**src/rtl/core/sfp_pkg.sv**
```systemverilog
// ----------------------------------------------------------------------------
// sfp_pkg
// Types, constants and the byte-wide CRC-16/MODBUS update for the serial
// frame parser.
// ----------------------------------------------------------------------------
package sfp_pkg;

    localparam int unsigned MAX_PAYLOAD_DEF = 64;

    localparam logic [7:0]  SOF1_BYTE = 8'hAA;
    localparam logic [7:0]  SOF2_BYTE = 8'h55;
    localparam logic [15:0] CRC_POLY  = 16'hA001;
    localparam logic [15:0] CRC_INIT  = 16'hFFFF;

    typedef enum logic [1:0] {
        EV_NONE   = 2'd0,
        EV_GOOD   = 2'd1,
        EV_CRC    = 2'd2,
        EV_FORMAT = 2'd3
    } t_event;

    typedef enum logic [8:0] {
        PH_SOF1    = 9'b000000001,
        PH_SOF2    = 9'b000000010,
        PH_CMD     = 9'b000000100,
        PH_SEQ     = 9'b000001000,
        PH_LEN_LO  = 9'b000010000,
        PH_LEN_HI  = 9'b000100000,
        PH_PAYLOAD = 9'b001000000,
        PH_CRC_LO  = 9'b010000000,
        PH_CRC_HI  = 9'b100000000
    } t_phase;

    // Reflected CRC, one byte: eight shift/xor steps that flatten to xor logic.
    function automatic logic [15:0] crc16_byte(input logic [15:0] crc_in,
                                               input logic [7:0]  data);
        logic [15:0] c;
        c = crc_in ^ {8'h00, data};
        for (int k = 0; k < 8; k++) begin
            if (c[0]) begin
                c = (c >> 1) ^ CRC_POLY;
            end else begin
                c = c >> 1;
            end
        end
        return c;
    endfunction

endpackage

```
**src/rtl/core/sof_frame_parser_crc16_core.sv**
```systemverilog
// ----------------------------------------------------------------------------
// sof_frame_parser_crc16_core
// Byte-stream frame parser: AA 55 CMD SEQ LEN_L LEN_H PAYLOAD CRC_L CRC_H,
// CRC-16/MODBUS checked over CMD through the last payload byte.
// ----------------------------------------------------------------------------
// Usage:
//   Input channel (i_valid / o_ready / i_rx_byte) takes one received byte
//   per word. Output channel (o_valid / i_ready) returns exactly one result
//   word per byte: event code, cmd, seq, length and the three wrapping
//   32-bit counters as they stand after that byte.
//   o_valid rises once the byte has passed two registers: it lands in an
//   input register at the accepting edge, then one pass of parser and CRC
//   logic writes the result register when that register is free or being
//   read. Throughput is one byte per cycle while i_ready stays high, set by
//   the single byte-wide CRC update between those two registers.
//   While the receiver holds i_ready low, the result register holds its
//   word and the input register can still take one more byte; o_ready
//   drops only when both are full.
//   Reset (synchronous, active low) empties both registers, returns the
//   parser to the hunt for the first start byte, sets the running CRC to
//   0xFFFF and clears the counters.
// ----------------------------------------------------------------------------
module sof_frame_parser_crc16_core #(
    parameter int unsigned MAX_PAYLOAD = sfp_pkg::MAX_PAYLOAD_DEF
) (
    input  logic        i_clk,
    input  logic        i_rst_n,
    input  logic        i_valid,
    output logic        o_ready,
    input  logic [7:0]  i_rx_byte,
    output logic        o_valid,
    input  logic        i_ready,
    output logic [1:0]  o_event_res,
    output logic [7:0]  o_frame_cmd,
    output logic [7:0]  o_frame_seq,
    output logic [6:0]  o_frame_length,
    output logic [31:0] o_good_frames,
    output logic [31:0] o_crc_errors,
    output logic [31:0] o_format_errors
);
    import sfp_pkg::*;

    localparam int unsigned SeenW = $clog2(MAX_PAYLOAD + 1);
    localparam int unsigned LenW  = (SeenW > 8) ? SeenW : 8;
    localparam logic [15:0] MaxLen = 16'(MAX_PAYLOAD);

    // input register
    logic        r_in_valid;
    logic [7:0]  r_in_byte;
    logic        w_adv;

    // parser state
    t_phase            r_phase, n_phase;
    logic [7:0]        r_cmd, n_cmd;
    logic [7:0]        r_seq, n_seq;
    logic [LenW-1:0]   r_len, n_len;
    logic [SeenW-1:0]  r_seen, n_seen;
    logic [7:0]        r_crc_lo, n_crc_lo;
    logic [15:0]       r_crc, n_crc;
    logic [31:0]       r_good, n_good;
    logic [31:0]       r_crc_err, n_crc_err;
    logic [31:0]       r_fmt_err, n_fmt_err;

    // result register
    logic        r_out_valid;
    t_event      r_ev, n_ev;
    logic [7:0]  r_o_cmd, n_o_cmd;
    logic [7:0]  r_o_seq, n_o_seq;
    logic [6:0]  r_o_len, n_o_len;

    logic [15:0]      w_crc_b;
    logic [15:0]      w_full_len;
    logic [SeenW-1:0] w_seen_inc;
    logic             w_clear;

    assign w_adv   = r_in_valid && (!r_out_valid || i_ready);
    assign o_ready = !r_in_valid || w_adv;

    assign w_crc_b    = crc16_byte(r_crc, r_in_byte);
    assign w_full_len = {r_in_byte, r_len[7:0]};
    assign w_seen_inc = r_seen + 1'b1;

    always_comb begin
        n_phase   = r_phase;
        n_cmd     = r_cmd;
        n_seq     = r_seq;
        n_len     = r_len;
        n_seen    = r_seen;
        n_crc_lo  = r_crc_lo;
        n_crc     = r_crc;
        n_good    = r_good;
        n_crc_err = r_crc_err;
        n_fmt_err = r_fmt_err;
        n_ev      = EV_NONE;
        n_o_cmd   = r_cmd;
        n_o_seq   = r_seq;
        n_o_len   = r_len[6:0];
        w_clear   = 1'b0;

        unique case (r_phase)
            PH_SOF1: begin
                if (r_in_byte == SOF1_BYTE) begin
                    n_phase = PH_SOF2;
                end
            end
            PH_SOF2: begin
                if (r_in_byte == SOF2_BYTE) begin
                    n_crc   = CRC_INIT;
                    n_phase = PH_CMD;
                end else if (r_in_byte != SOF1_BYTE) begin
                    w_clear = 1'b1;
                end
            end
            PH_CMD: begin
                n_cmd   = r_in_byte;
                n_crc   = w_crc_b;
                n_phase = PH_SEQ;
            end
            PH_SEQ: begin
                n_seq   = r_in_byte;
                n_crc   = w_crc_b;
                n_phase = PH_LEN_LO;
            end
            PH_LEN_LO: begin
                n_len   = LenW'(r_in_byte);
                n_crc   = w_crc_b;
                n_phase = PH_LEN_HI;
            end
            PH_LEN_HI: begin
                n_crc = w_crc_b;
                if (w_full_len > MaxLen) begin
                    n_ev      = EV_FORMAT;
                    n_o_len   = '0;
                    n_fmt_err = r_fmt_err + 32'd1;
                    w_clear   = 1'b1;
                end else begin
                    n_len   = LenW'(w_full_len);
                    n_seen  = '0;
                    n_phase = (w_full_len == 16'd0) ? PH_CRC_LO : PH_PAYLOAD;
                end
            end
            PH_PAYLOAD: begin
                n_seen = w_seen_inc;
                n_crc  = w_crc_b;
                if (LenW'(w_seen_inc) >= r_len) begin
                    n_phase = PH_CRC_LO;
                end
            end
            PH_CRC_LO: begin
                n_crc_lo = r_in_byte;
                n_phase  = PH_CRC_HI;
            end
            PH_CRC_HI: begin
                if ({r_in_byte, r_crc_lo} == r_crc) begin
                    n_ev   = EV_GOOD;
                    n_good = r_good + 32'd1;
                end else begin
                    n_ev      = EV_CRC;
                    n_crc_err = r_crc_err + 32'd1;
                end
                w_clear = 1'b1;
            end
            default: begin
                n_ev      = EV_FORMAT;
                n_o_len   = '0;
                n_fmt_err = r_fmt_err + 32'd1;
                w_clear   = 1'b1;
            end
        endcase

        if (w_clear) begin
            n_phase  = PH_SOF1;
            n_cmd    = '0;
            n_seq    = '0;
            n_len    = '0;
            n_seen   = '0;
            n_crc_lo = '0;
            n_crc    = CRC_INIT;
        end

        // with no event, report the registers as they stand after this byte
        if (n_ev == EV_NONE) begin
            n_o_cmd = n_cmd;
            n_o_seq = n_seq;
            n_o_len = n_len[6:0];
        end
    end

    always_ff @(posedge i_clk) begin
        if (!i_rst_n) begin
            r_in_valid <= 1'b0;
        end else if (o_ready) begin
            r_in_valid <= i_valid;
        end
    end

    always_ff @(posedge i_clk) begin
        if (o_ready && i_valid) begin
            r_in_byte <= i_rx_byte;
        end
    end

    always_ff @(posedge i_clk) begin
        if (!i_rst_n) begin
            r_phase   <= PH_SOF1;
            r_cmd     <= '0;
            r_seq     <= '0;
            r_len     <= '0;
            r_seen    <= '0;
            r_crc_lo  <= '0;
            r_crc     <= CRC_INIT;
            r_good    <= '0;
            r_crc_err <= '0;
            r_fmt_err <= '0;
        end else if (w_adv) begin
            r_phase   <= n_phase;
            r_cmd     <= n_cmd;
            r_seq     <= n_seq;
            r_len     <= n_len;
            r_seen    <= n_seen;
            r_crc_lo  <= n_crc_lo;
            r_crc     <= n_crc;
            r_good    <= n_good;
            r_crc_err <= n_crc_err;
            r_fmt_err <= n_fmt_err;
        end
    end

    always_ff @(posedge i_clk) begin
        if (!i_rst_n) begin
            r_out_valid <= 1'b0;
        end else if (w_adv) begin
            r_out_valid <= 1'b1;
        end else if (i_ready) begin
            r_out_valid <= 1'b0;
        end
    end

    always_ff @(posedge i_clk) begin
        if (w_adv) begin
            r_ev    <= n_ev;
            r_o_cmd <= n_o_cmd;
            r_o_seq <= n_o_seq;
            r_o_len <= n_o_len;
        end
    end

    // counters change only when a result word is loaded, so they match it
    assign o_valid         = r_out_valid;
    assign o_event_res     = r_ev;
    assign o_frame_cmd     = r_o_cmd;
    assign o_frame_seq     = r_o_seq;
    assign o_frame_length  = r_o_len;
    assign o_good_frames   = r_good;
    assign o_crc_errors    = r_crc_err;
    assign o_format_errors = r_fmt_err;

endmodule
```
**config.mk**
```make
export PLATFORM = sky130hd
export DESIGN_NAME = sof_frame_parser_crc16_core
export DESIGN_NICKNAME = d
export VERILOG_FILES = /design/src/rtl/core/sfp_pkg.sv /design/src/rtl/core/sof_frame_parser_crc16_core.sv
export SDC_FILE = /design/constraint.sdc
export NUM_CORES = 1
export LEC_CHECK = 0
export BUFFER_PORTS_ARGS = -buffer_cell sky130_fd_sc_hd__buf_4
export CAP_MARGIN = 20
export CORE_MARGIN = 5
export CORE_UTILIZATION = 57
export CTS_BUF_LIST = sky130_fd_sc_hd__clkbuf_4 sky130_fd_sc_hd__clkbuf_8 sky130_fd_sc_hd__clkbuf_16
export CTS_CLUSTER_DIAMETER = 30
export CTS_CLUSTER_SIZE = 30
export DETAILED_ROUTE_END_ITERATION = 6
export PLACE_DENSITY = 0.76
export SLEW_MARGIN = 20
export SYNTH_ARGS = -nofsm -noshare
export SYNTH_HDL_FRONTEND = slang
export SYNTH_SLANG_ARGS = --single-unit
```
**constraint.sdc**
```tcl
create_clock -name i_clk -period 3.6 [get_ports i_clk]
set_input_delay 0.18 -clock i_clk [delete_from_list [all_inputs] [get_ports i_clk]]
set_output_delay 0.18 -clock i_clk [all_outputs]
set_load 0.03 [all_outputs]
```
* Yosys cells after proc, flatten, opt, wreduce, memory -nomap -nowiden
Index checks and enable logic that the tools add are counted.
** Operators by class
- Magnitude comparators :: 2
- Equality and inequality tests :: 18
- Reductions and logical operators :: 26
- Add/sub/neg operators :: 4
- Multiplexer cells :: 45
- Bitwise gates (word level) :: 11
** Operators with widths (number)
- $mux W16 :: 10
- $add A32 B1 Y32 const B :: 3
- $mux W8 :: 11
- $pmux W9 S8 :: 1
- $pmux W32 S2 :: 1
- $mux W9 :: 5
- $mux W32 :: 1
- $pmux W16 S2 :: 1
- $mux W7 :: 4
- $pmux W7 S2 :: 2
- $not A2 Y3 :: 8
- $eq A16 B16 Y1 :: 1
- $gt A16 B7 Y1 const B :: 1
- $logic_not A16 Y1 :: 1
- $xor A16 B8 Y16 :: 1
- $reduce_and A3 Y1 :: 5
- $ne A3 B3 Y1 const B :: 4
- $eq A9 B1 Y1 const B :: 1
- $eq A9 B2 Y1 const B :: 1
- $eq A9 B3 Y1 const B :: 1
- $eq A9 B4 Y1 const B :: 1
- $eq A9 B5 Y1 const B :: 1
- $eq A9 B6 Y1 const B :: 1
- $eq A9 B7 Y1 const B :: 1
- other kinds (26) :: 39
** Storage, ports and cells
- Output and inout bits :: 123
- Register bits after elaboration :: 195
- Input port bits :: 12
- Logic and storage cells :: 124

* Depth between registers and ports, before layout
Gate-level depths: netlist (run 1).
- Word-level depth :: 19
- Gate-level depth with buffers :: 11
- Depth with buffers taken out :: 9

* Worst setup path before layout (run 1)
Ideal clock, no wire load.
- Path type :: reg2reg
- Start point :: register r_out_valid (netlist: o_valid)
- End point :: register r_crc_err[31] (netlist: o_crc_errors[31])
- Period minus slack after synthesis :: 3.067 ns
- Path buffers :: 2
- Setup time :: 0.072 ns
- Data required time :: 3.528 ns
- Cell stages (with the launch flop) :: 11
- Setup slack :: 0.533 ns
- Arrival time :: 2.995 ns
- Cells stage by stage :: dfxtp_1 nor2b_1 nand2b_1 buf_6 clkinv_1 and2_2 and4_1 clkbuf_1 and3_1 nand3_1 mux2i_1
** On the way
- Cells in the longest elaborated chain, start to end :: 4
** RTL lines
- start, declared :: RTL line sof_frame_parser_crc16_core.sv:65 : logic r_out_valid;
- start signal, assigned :: RTL line sof_frame_parser_crc16_core.sv:231 : r_out_valid <= 1'b0;
- start signal, assigned :: RTL line sof_frame_parser_crc16_core.sv:233 : r_out_valid <= 1'b1;
- start signal, assigned :: RTL line sof_frame_parser_crc16_core.sv:235 : r_out_valid <= 1'b0;
- $logic_not A1 Y1 :: RTL line sof_frame_parser_crc16_core.sv:76 : assign w_adv = r_in_valid && (!r_out_valid || i_ready);
- $logic_or A1 B1 Y1 :: RTL line sof_frame_parser_crc16_core.sv:76
- $logic_and A1 B1 Y1 :: RTL line sof_frame_parser_crc16_core.sv:76
- via w_adv :: RTL line sof_frame_parser_crc16_core.sv:50 : logic w_adv;
- $reduce_and A3 Y1 (no source line)
- end signal, assigned :: RTL line sof_frame_parser_crc16_core.sv:224 : r_crc_err <= n_crc_err;
- end, declared :: RTL line sof_frame_parser_crc16_core.sv:61 : logic [31:0] r_crc_err, n_crc_err;
The timed path passes the listed nets, and every way through them passes these cells.
A chain may end at the register's enable or synchronous reset.

* Worst setup path after layout (run 1)
- Start point :: register r_in_byte[0]
- End point :: register r_crc_lo[6]
** On the way
- Cells in the longest elaborated chain, start to end :: 6
- Elaborated cells between the ends (all ways) :: 10
- Those cells by class :: order compare (1); eq/ne (2); mux (5); reduce/logical (2)
** RTL lines
- start, declared :: RTL line sof_frame_parser_crc16_core.sv:49 : logic [7:0] r_in_byte;
- start signal, assigned :: RTL line sof_frame_parser_crc16_core.sv:199 : r_in_byte <= i_rx_byte;
- parallel branches: the longest is 3 deep, another holds $gt A16 B7 Y1
- $pmux W1 S3 (*) :: RTL line sof_frame_parser_crc16_core.sv:100 : unique case (r_phase)
- $reduce_bool A2 Y1 (no source line)
- $reduce_and A2 Y1 (no source line)
- end signal, assigned :: RTL line sof_frame_parser_crc16_core.sv:221 : r_crc_lo <= n_crc_lo;
- end, declared :: RTL line sof_frame_parser_crc16_core.sv:58 : logic [7:0] r_crc_lo, n_crc_lo;
Every way passes the cells marked *.

==> metrics.yaml, run 1 <==
timing:
  setup_slack_ps: 572
  max_freq_mhz: 330
  worst_slew_pin_slew_ps: 772
  fin_hold_ws_ps: 78.8
  fin_crit_sh_pct: 84.1
  max-slew-margin-rel_pct: 48.1
  hold_viol_final: 0
  report.final.slew_viol_count: 0
  clock_skew_ps: 9.08
  finalCriticalPeriod_ps: 3030
  finalSetupViolations: 0
  final.setup.tns_ps: 0
  rsz0062_at_grt: "no"
synthesis:
  ys_types: 66
  synth_ff_type: "dfxtp_1"
  synth_fp_nets: 1031
  ys_seq_elements: 195
  synth_seq_area_share_pct: 46.4
  synth_warnings: 0
  netlist_instances: 1008
  avgSynthCellArea_sq_um: 9.04
  async_flop_share_pct: 0
  netlist_area_sq_mm: 0.00912
  synth_edf_count: 33
detailed_routing:
  wl_per_cell_um: 16.2
  wl_met2_um: 10200
  post-route-drc-count: 0
  top_layer: "met4"
  wl_met3_um: 1610
  num_vias: 7790
  firstDrtPassIters: 5
  met1_length_um: 9910
  routed_via_density: 5.72
  drtIter0Drc: 642
  wirelength_um: 22100
  ant_nets: 0
global_routing:
  first_global_vias: 7200
  grt_pass1_wl_um: 36200
  grt_overflow_total: 0
  grt_max_degree: 68
  grt_antenna_before_repair: 0
  track_usage_pct: 24.0
clocking:
  cts_root_buf: "clkbuf_16"
  cts_tree: "built"
  cts.clk_slew.worst_paths_ps: 70
  ctsHtreeMaxLevel: 4
  post_cts_buffers: 0
  cts_max_path_buffers: 2
  cts_buffers: 17
  clock_latency_ps: 430
  cts.sinks: 195
die:
  pin_count: 135
  core_area_sq_mm: 0.0158
  start_util_pct: 57.8
  die_height_um: 136
  row_count: 46
  dieArea_sq_mm: 0.0186
  die_w_um: 136
power:
  power_mw: 4.33
  p_comb_share_pct: 4.5
  power_switching_share_pct: 22.0
  intPower_mw: 3.38
  vdd_drop_max_mv: 0.353
  p_sw_mw: 0.953
  p_per_area_mw_per_mm2: 396
  p_leak_nw: 4.02
  p_clk_share_pct: 43.8
  p_seq_share_pct: 51.7
placement:
  gp_congestion: 0.977
  io_buffers: 134
  dp_slack_ps: 625
  dp_hpwl_um: 15500
worst_setup_path:
  cp-end-kind: "flop"
  cp-start-kind: "flop"
  worst_ep_required_time_ps: 3970
  crit_arrival_ps: 3400
  critPathKind: "reg2reg"
  crit_path_max_fanout: 8
  reg2reg_slack_ps: 570
finish:
  final_cell_mix: "dfxtp_1, buf_4, nand2_1"
  drive_gt1_share_pct: 18.3
  fin_util_pct: 69.4
  nNetsFinal: 1156
  num_antenna_cells: 0
  layout_commonest_cell: "dfxtp_1"
  syn2layout_area_growth_pct: 20.0
job:
  max_cap_viol_count: 0
hold_path:
  hp-class: "in2reg"
outcome:
  status: "completed"
[worst max-delay path, stage by stage, from the launching register on]
cell      delay (ps)
edfxtp_1         380
or4_1            550
or3_1            400
o32a_1           390
and2_1           330
nor3_1           350
o21a_1           350
a22o_1           210
[metrics by stage]
step / cells / instance area [sq um]
global placement: 1321 / 10300
global route: 1362 / 10900
floorplan: 1008 / 9120
detailed placement: 1321 / 10300
finish: 1362 / 10900
CTS: 1362 / 10900
[sequential cells by signal, indices dropped and copies added, names as in the netlist, 8 cells and up]
name	count
r_cmd	8
o_frame_cmd	8
r_in_byte	8
r_seq	8
o_frame_seq	8
r_crc	16
r_len	8
o_good_frames	32
r_crc_lo	8
r_phase	9
o_format_errors	32
o_crc_errors	32
[layout make-up]
class | count | area [sq um]
clock buffers | 19 | 464
inverters | 27 | 103
well taps | 216 | 270
fillers | 1296 | 4830
multi-input cells | 731 | 4510
flip-flops and latches | 195 | 4230
repair buffers | 161 | 1230
clock inverters | 13 | 128
[synthesized netlist by cell type (2+ instances only)]
cell type | n | area, sq um
nor3b_2 | 2 | 25.0
nor3_1 | 17 | 85.1
or2_2 | 7 | 43.8
a22o_1 | 31 | 272
mux2i_1 | 8 | 80.1
o21ai_0 | 45 | 225
nand3_1 | 42 | 210
or4_1 | 7 | 52.6
nor2_1 | 89 | 334
dfxtp_1 | 162 | 3240
nor4_4 | 2 | 42.5
o22ai_1 | 15 | 93.8
clkbuf_1 | 40 | 150
a21o_1 | 2 | 15.0
xnor2_1 | 46 | 403
a21oi_1 | 66 | 330
ha_1 | 11 | 138
and2_1 | 6 | 37.5
a32o_1 | 3 | 30.0
o21ai_1 | 2 | 10.0
o32ai_1 | 6 | 52.6
or3_1 | 28 | 175
nor4_1 | 19 | 119
nand2_1 | 110 | 413
o31ai_4 | 3 | 63.8
nand2b_1 | 11 | 68.8
and4_1 | 12 | 105
o21a_1 | 3 | 22.5
and3_1 | 13 | 81.3
buf_4 | 2 | 15.0
edfxtp_1 | 33 | 991
xor2_1 | 52 | 455
buf_6 | 2 | 22.5
nor2b_1 | 3 | 18.8
buf_2 | 6 | 30.0
clkbuf_8 | 4 | 55.1
nand4_1 | 44 | 275
inv_1 | 26 | 97.6
[per-layer routing]
layer,GRT usage (%),vias to the layer above
met3,7.11,35
met1,33.0,3653
met5,0,-
li1,-,3858
met4,6.77,0
met2,36.7,244
[power by group through the flow]
stage,Sequential (mW),Clock [mW],Combinational [mW]
floorplan,2.31,0,0.106
global placement,2.29,0,0.185
detailed placement,2.29,0,0.186
CTS,2.24,1.93,0.195
global route,2.24,2.03,0.208
finish,2.24,1.90,0.195
[path summary, 6_finish.rpt]
path / depth (start not counted) / startpoint / to
worst min-delay path: 4 / i_ready / o_valid
worst max register to register: 7 / r_in_byte[0] / r_crc_lo[6]
worst min register to register: 2 / r_seq[2] / r_seq[2]
worst max-delay path: 7 / r_in_byte[0] / r_crc_lo[6]
[cell families after synthesis]
logic type	Yosys count	synth area share, %
simple gates	421	23.8
flops	195	46.4
compound gates	192	13.7
xor+xnor	98	9.42
buf+inv	82	4.14
fa+ha+maj	11	1.51
mux	9	1.00
[repair_timing]
item                                   CTS  global route
gates resized for setup                  0             0
setup endpoints to repair                0             0
hold buffers                             9             0
endpoints found under the hold margin    9             0
(Power assumes the default switching activity.)
==> inputs of run 2 (changes only) <==
--- a/config.mk
+++ b/config.mk
@@ -5,15 +5,16 @@
 export SDC_FILE = /design/constraint.sdc
 export NUM_CORES = 1
 export LEC_CHECK = 0
+export ABC_AREA = 1
 export BUFFER_PORTS_ARGS = -buffer_cell sky130_fd_sc_hd__buf_4
 export CAP_MARGIN = 20
 export CORE_MARGIN = 5
-export CORE_UTILIZATION = 57
+export CORE_UTILIZATION = 59
 export CTS_BUF_LIST = sky130_fd_sc_hd__clkbuf_4 sky130_fd_sc_hd__clkbuf_8 sky130_fd_sc_hd__clkbuf_16
 export CTS_CLUSTER_DIAMETER = 30
 export CTS_CLUSTER_SIZE = 30
 export DETAILED_ROUTE_END_ITERATION = 6
-export PLACE_DENSITY = 0.76
+export PLACE_DENSITY = 0.77
 export SLEW_MARGIN = 20
 export SYNTH_ARGS = -nofsm -noshare
 export SYNTH_HDL_FRONTEND = slang
==> constraint.sdc (replaced) <==
create_clock -name i_clk -period 2.9 [get_ports i_clk]
set_input_delay 0.145 -clock i_clk [delete_from_list [all_inputs] [get_ports i_clk]]
set_output_delay 0.145 -clock i_clk [all_outputs]
set_load 0.03 [all_outputs]
==> run 2 against run 1 <==
Synthesized cell count grew 53%. Non-clock buffer count shrank 5. Count of clock-buffer cells in the layout shrank 2. Setup slack lost 300 ps. First-iteration DRC count grew 18%. Maximum frequency grew 15%. Highest routed layer unchanged.
==> metrics.yaml, run 2 <==
timing:
  finalCriticalPeriod_ps: 2630
  hold_viol_final: 0
  setup_slack_ps: 270
  max-slew-margin-rel_pct: 53.1
  worst_slew_pin_slew_ps: 700
  clock_skew_ps: 18.2
  report.final.slew_viol_count: 0
  final.setup.tns_ps: 0
  max_freq_mhz: 380
  fin_crit_sh_pct: 90.7
  rsz0062_at_grt: "no"
  finalSetupViolations: 0
worst_setup_path:
  reg2reg_slack_ps: 270
  path_cells: "ha_1 > nand3_1 > nand3b_1 > xor2_1 > inv_1 > ha_1 > nand2_1 > nor2_1 > a21oi_1 > nand2_1 > nor2_1 > nand4_2 > nand2_1 > nor2_4 > nor2_1 > nor2_1"
  crit_arrival_ps: 2960
  worst_ep_required_time_ps: 3230
  reg2reg_depth: 16
  cp.depth: 16
  crit_path_max_fanout: 9
  critPathKind: "reg2reg"
  cp-start-kind: "flop"
  cp_top_family: "simple AND/OR/NAND/NOR gates"
  cp_slowest_cell: "dfxtp_1"
  crit_path_frequent_cell: "nor2_1"
  critical_path_buf_inv_count: 1
  slowest_delay_ps: 420
  cp-end-kind: "flop"
synthesis:
  synth_fp_nets: 1563
  ys_seq_elements: 195
  synthTopCellsByArea: "dfxtp_1, nand2_1, edfxtp_1"
  netlist_top_cells_count: "nand2_1, dfxtp_1, a21oi_1, nor2_1, inv_1"
  netlist_area_sq_mm: 0.0111
  yosysTopAreaCellShare_pct: 29.3
  avgSynthCellArea_sq_um: 7.20
  synth_seq_area_share_pct: 38.2
  synth_top_area_cell: "dfxtp_1"
  synth_ff_type: "dfxtp_1"
  synth_warnings: 0
  netlist_instances: 1540
  async_flop_share_pct: 0
  synth.most_common_cell: "nand2_1"
  synth_edf_count: 33
  ys_types: 43
clocking:
  clock_latency_ps: 440
  ctsResizeCount: 0
  cts_buffers: 17
  ctsHtreeMaxLevel: 4
  cts.sinks: 195
  post_cts_buffers: 0
  cts_root_buf: "clkbuf_16"
  cts_max_path_buffers: 2
  cts.clk_slew.worst_paths_ps: 80
  cts_tree: "built"
detailed_routing:
  routed_via_density: 5.52
  firstDrtPassIters: 7
  wirelength_um: 28000
  ant_nets: 0
  post-route-drc-count: 0
  wl_per_cell_um: 14.7
  drtIter0Drc: 756
  num_vias: 10500
power:
  p_seq_share_pct: 39.4
  p_comb_share_pct: 31.6
  power_switching_share_pct: 38.5
  p_clk_share_pct: 29.0
  intPower_mw: 5.06
  vdd_drop_max_mv: 0.582
  p_per_area_mw_per_mm2: 641
  power_mw: 8.22
  p_leak_nw: 5.16
  p_sw_mw: 3.16
finish:
  drive_gt1_share_pct: 15.5
  num_antenna_cells: 0
  syn2layout_area_growth_pct: 15.6
  fill_cells: 1590
  final_cell_mix: "nand2_1, dfxtp_1, buf_4"
  register_area_sq_mm: 0.00423
  nNetsFinal: 1677
  layout_commonest_cell: "nand2_1"
  multi_input_area_sq_mm: 0.00605
placement:
  dp_hpwl_um: 20400
  dp_slack_ps: 354
  gp_congestion: 0.930
  io_buffers: 134
global_routing:
  top_usage_layer: "met2"
  grt_pass1_wl_um: 47200
  grt_antenna_before_repair: 0
  grt_max_degree: 56
  met1_usage_pct: 34.5
  first_global_vias: 9634
  grt_overflow_total: 0
  grt_util_met3_pct: 4.57
  track_usage_pct: 25.8
  use_met2_pct: 43.0
hold_path:
  whs_path_depth: 3
  hp-class: "in2reg"
die:
  pin_count: 135
  die_height_um: 147
  start_util_pct: 59.6
  dieArea_sq_mm: 0.0216
  core_area_sq_mm: 0.0186
  row_count: 50
  die_w_um: 147
outcome:
  status: "completed"
job:
  max_cap_viol_count: 0
-- run 2: cell types whose count changed in the layout (fill, tap and decap cells not counted), moves of 12 or more --
cell / before / now
a21oi_1: 66 / 138
a22o_1: 31 / 0
and3_1: 13 / 0
and4_1: 12 / 0
inv_1: 25 / 96
inv_2: 0 / 16
nand2_1: 110 / 479
nand3_1: 42 / 85
nor2_1: 89 / 111
nor3_1: 17 / 51
o22ai_1: 15 / 0
or3_1: 28 / 0
xor2_1: 52 / 73
-- run 2: power by group through the flow --
stage          logic (mW)  clock network [mW]  registers, mW
3_5_place_dp         2.57                   0           3.30
4_1_cts              2.60                2.42           3.23
2_1_floorplan        2.05                   0           3.34
3_3_place_gp         2.53                   0           3.29
5_1_grt              2.88                2.54           3.27
6_report             2.60                2.38           3.24
-- run 2: worst paths after layout --
kind,start,endpoint
worst min-delay path,i_valid,r_in_valid
worst max-delay path,r_seen[0],r_phase[3]
worst max register to register,r_seen[0],r_phase[3]
worst min register to register,r_len[7],r_len[7]
-- run 2: cell families (layout without fill, tap and decap cells) --
family | count (synthesis) | count (layout) | synth area share (%)
simple gates | 827 | 827 | 33.4
compound gates | 217 | 217 | 10.9
flops | 195 | 195 | 38.2
buf+inv | 177 | 304 | 7.28
xor+xnor | 113 | 113 | 9.00
fa+ha+maj | 11 | 11 | 1.24
-- run 2: timing repair --
item	CTS	global route
endpoints found under the setup margin	0	8
hold buffers	9	0
hold endpoints to repair	9	0
-- run 2: cell type report --
cell class,instances,share of cell area [%]
clock buffers,17,3.32
clock inverters,15,1.30
inverters,116,3.47
multi-input cells,1168,47.2
flip-flops and latches,195,33.0
well taps,234,2.28
repair buffers,156,9.41
-- run 2: worst register-to-register path, cell delays in order, from the launching register on --
cell and delay, ps:
dfxtp_1 420, ha_1 210, nand3_1 110, nand3b_1 190
xor2_1 140, inv_1 70, ha_1 290, nand2_1 70
nor2_1 40, a21oi_1 120, nand2_1 70, nor2_1 130
nand4_2 240, nand2_1 190, nor2_4 70, nor2_1 90
nor2_1 50
-- run 2: per-stage QoR --
| step | cells | hold slack, ps | area [sq um] | util [%] |
|---|---|---|---|---|
| after detailed placement | 1860 | 324 | 12100 | 65.3 |
| after global placement | 1860 | 323 | 12100 | 65.3 |
| final | 1901 | 17.7 | 12800 | 69.0 |
| after global routing | 1901 | 39.4 | 12800 | 69.0 |
| after floorplan | 1540 | 244 | 11100 | - |
| after CTS | 1901 | 18.6 | 12800 | 69.0 |
-- run 2: layer usage --
layer	vias to the layer above	wire, um
li1	5283	-
met3	43	1540
met5	-	0
met4	0	492
met1	4864	12400
met2	310	13600
==> inputs of run 3 (changes only) <==
--- a/config.mk
+++ b/config.mk
@@ -15,7 +15,7 @@
 export CTS_CLUSTER_SIZE = 30
 export DETAILED_ROUTE_END_ITERATION = 6
 export PLACE_DENSITY = 0.77
-export SLEW_MARGIN = 20
+export RECOVER_POWER = 25
 export SYNTH_ARGS = -nofsm -noshare
 export SYNTH_HDL_FRONTEND = slang
 export SYNTH_SLANG_ARGS = --single-unit
==> run 3 against run 2 <==
Non-clock buffer count stayed put. Die area unchanged. Total power is 0.39% lower. Via count barely moved. Highest routed layer unchanged. Clock power about the same. Critical endpoint unchanged. Maximum frequency about the same. Combinational power barely moved. Sequential power hardly changed. Wire length up 0.36%. Critical path depth unchanged. Critical path type unchanged.
==> metrics.yaml, run 3 (synthesis gave the netlist of run 2 again) <==
timing:
  worst_slew_pin_slew_ps: 690
  fin_hold_ws_ps: 19.8
  max_freq_mhz: 380
  report.final.slew_viol_count: 0
  max-slew-margin-rel_pct: 53.8
  hold_viol_final: 0
  finalCriticalPeriod_ps: 2630
  rsz0062_at_grt: "no"
  clock_skew_ps: 17.7
  finalSetupViolations: 0
  fin_crit_sh_pct: 90.7
  final.setup.tns_ps: 0
finish:
  layout_commonest_cell: "nand2_1"
  syn2layout_area_growth_pct: 13.3
  fill_cells: 1664
  register_area_sq_mm: 0.00423
  num_antenna_cells: 0
  drive_gt1_share_pct: 11.3
  finalInstanceArea_sq_mm: 0.0126
  final_cell_mix: "nand2_1, dfxtp_1, a21oi_1"
  stdcell_count: 1901
  nNetsFinal: 1677
  multi_input_area_sq_mm: 0.00605
detailed_routing:
  post-route-drc-count: 0
  drtIter0Drc: 708
  num_vias: 10499
  routed_via_density: 5.52
  wl_per_cell_um: 14.8
  wirelength_um: 28100
  firstDrtPassIters: 5
  ant_nets: 0
worst_setup_path:
  cp_top_family: "simple AND/OR/NAND/NOR gates"
  reg2reg_slack_ps: 270
  critPathKind: "reg2reg"
  path_cells: "ha_1 > nand3_1 > nand3b_1 > xor2_1 > inv_1 > ha_1 > nand2_1 > nor2_1 > a21oi_1 > nand2_1 > nor2_1 > nand4_2 > nand2_1 > nor2_4 > nor2_1 > nor2_1"
  cp-end-kind: "flop"
  crit_path_frequent_cell: "nor2_1"
  slowest_delay_ps: 420
  cp_slowest_cell: "dfxtp_1"
  crit_path_max_fanout: 9
  crit_arrival_ps: 2960
  cp-start-kind: "flop"
  critical_path_buf_inv_count: 1
  worst_ep_required_time_ps: 3230
global_routing:
  first_global_vias: 9634
  grt_max_degree: 56
  grt_antenna_before_repair: 0
  grt_overflow_total: 0
  track_usage_pct: 25.8
  grt_pass1_wl_um: 47200
power:
  vdd_drop_max_mv: 0.583
  p_per_area_mw_per_mm2: 652
  power_mw: 8.18
  p_leak_nw: 4.88
clocking:
  cts_max_path_buffers: 2
  cts.sinks: 195
  ctsResizeCount: 0
  clock_latency_ps: 440
  ctsHtreeMaxLevel: 4
  cts.clk_slew.worst_paths_ps: 80
  cts_buffers: 17
  cts_root_buf: "clkbuf_16"
  cts_tree: "built"
outcome:
  status: "completed"
placement:
  place_inst: 1860
  dp_hpwl_um: 20400
  io_buffers: 134
  place_area_sq_mm: 0.0121
  gp_congestion: 0.930
die:
  start_util_pct: 59.6
  core_area_sq_mm: 0.0186
  die_w_um: 147
  dieArea_sq_mm: 0.0216
  die_height_um: 147
  row_count: 50
  pin_count: 135
hold_path:
  hp-class: "in2reg"
job:
  max_cap_viol_count: 0
run 3: tightest hold or removal path, stage by stage:
cell,delay [ps]
buf_4,70
nand2_1,80
a21oi_1,120
run 3: final timing paths:
path,from,depth (start not counted),end
worst max register to register,r_seen[0],16,r_phase[3]
worst max-delay path,r_seen[0],16,r_phase[3]
worst min-delay path,i_valid,3,r_in_valid
worst min register to register,r_len[7],2,r_len[7]
run 3: routing by layer:
metal  track usage (%)  vias to the layer above  routed length, um
li1                  -                     5279                  -
met1              34.5                     4846              12500
met2              43.0                      326              13500
met3              4.57                       48               1540
met4              7.36                        0                523
met5                 0                        -                  0
run 3: where the power goes:
group          switching (mW)  total [mW]  internal, mW
registers               0.219        3.24          3.02
logic                    1.80        2.57         0.771
clock network            1.15        2.38          1.23
total                    3.17        8.18          5.02
run 3: final cells by class:
type                       count  share of cell area, %
timing repair buffer         156                   7.54
clock buffer                  17                   3.39
sequential                   195                   33.7
clock inverter                15                   1.33
multi-input combinational   1168                   48.2
tap                          234                   2.33
inverter                     116                   3.54
run 3: timing repair:
| action | CTS | global route |
|---|---|---|
| hold endpoints to repair | 9 | 0 |
| hold buffers | 9 | 0 |
| buffers inserted | 0 | 0 |
| endpoints found under the setup margin | 0 | 8 |
run 3: per-stage QoR:
stage | setup slack [ps] | utilization, %
after floorplan | 422 | -
after CTS | 272 | 69.0
after detailed placement | 354 | 65.3
final | 270 | 67.6
after global routing | 0.225 | 67.6
after global placement | 414 | 65.3
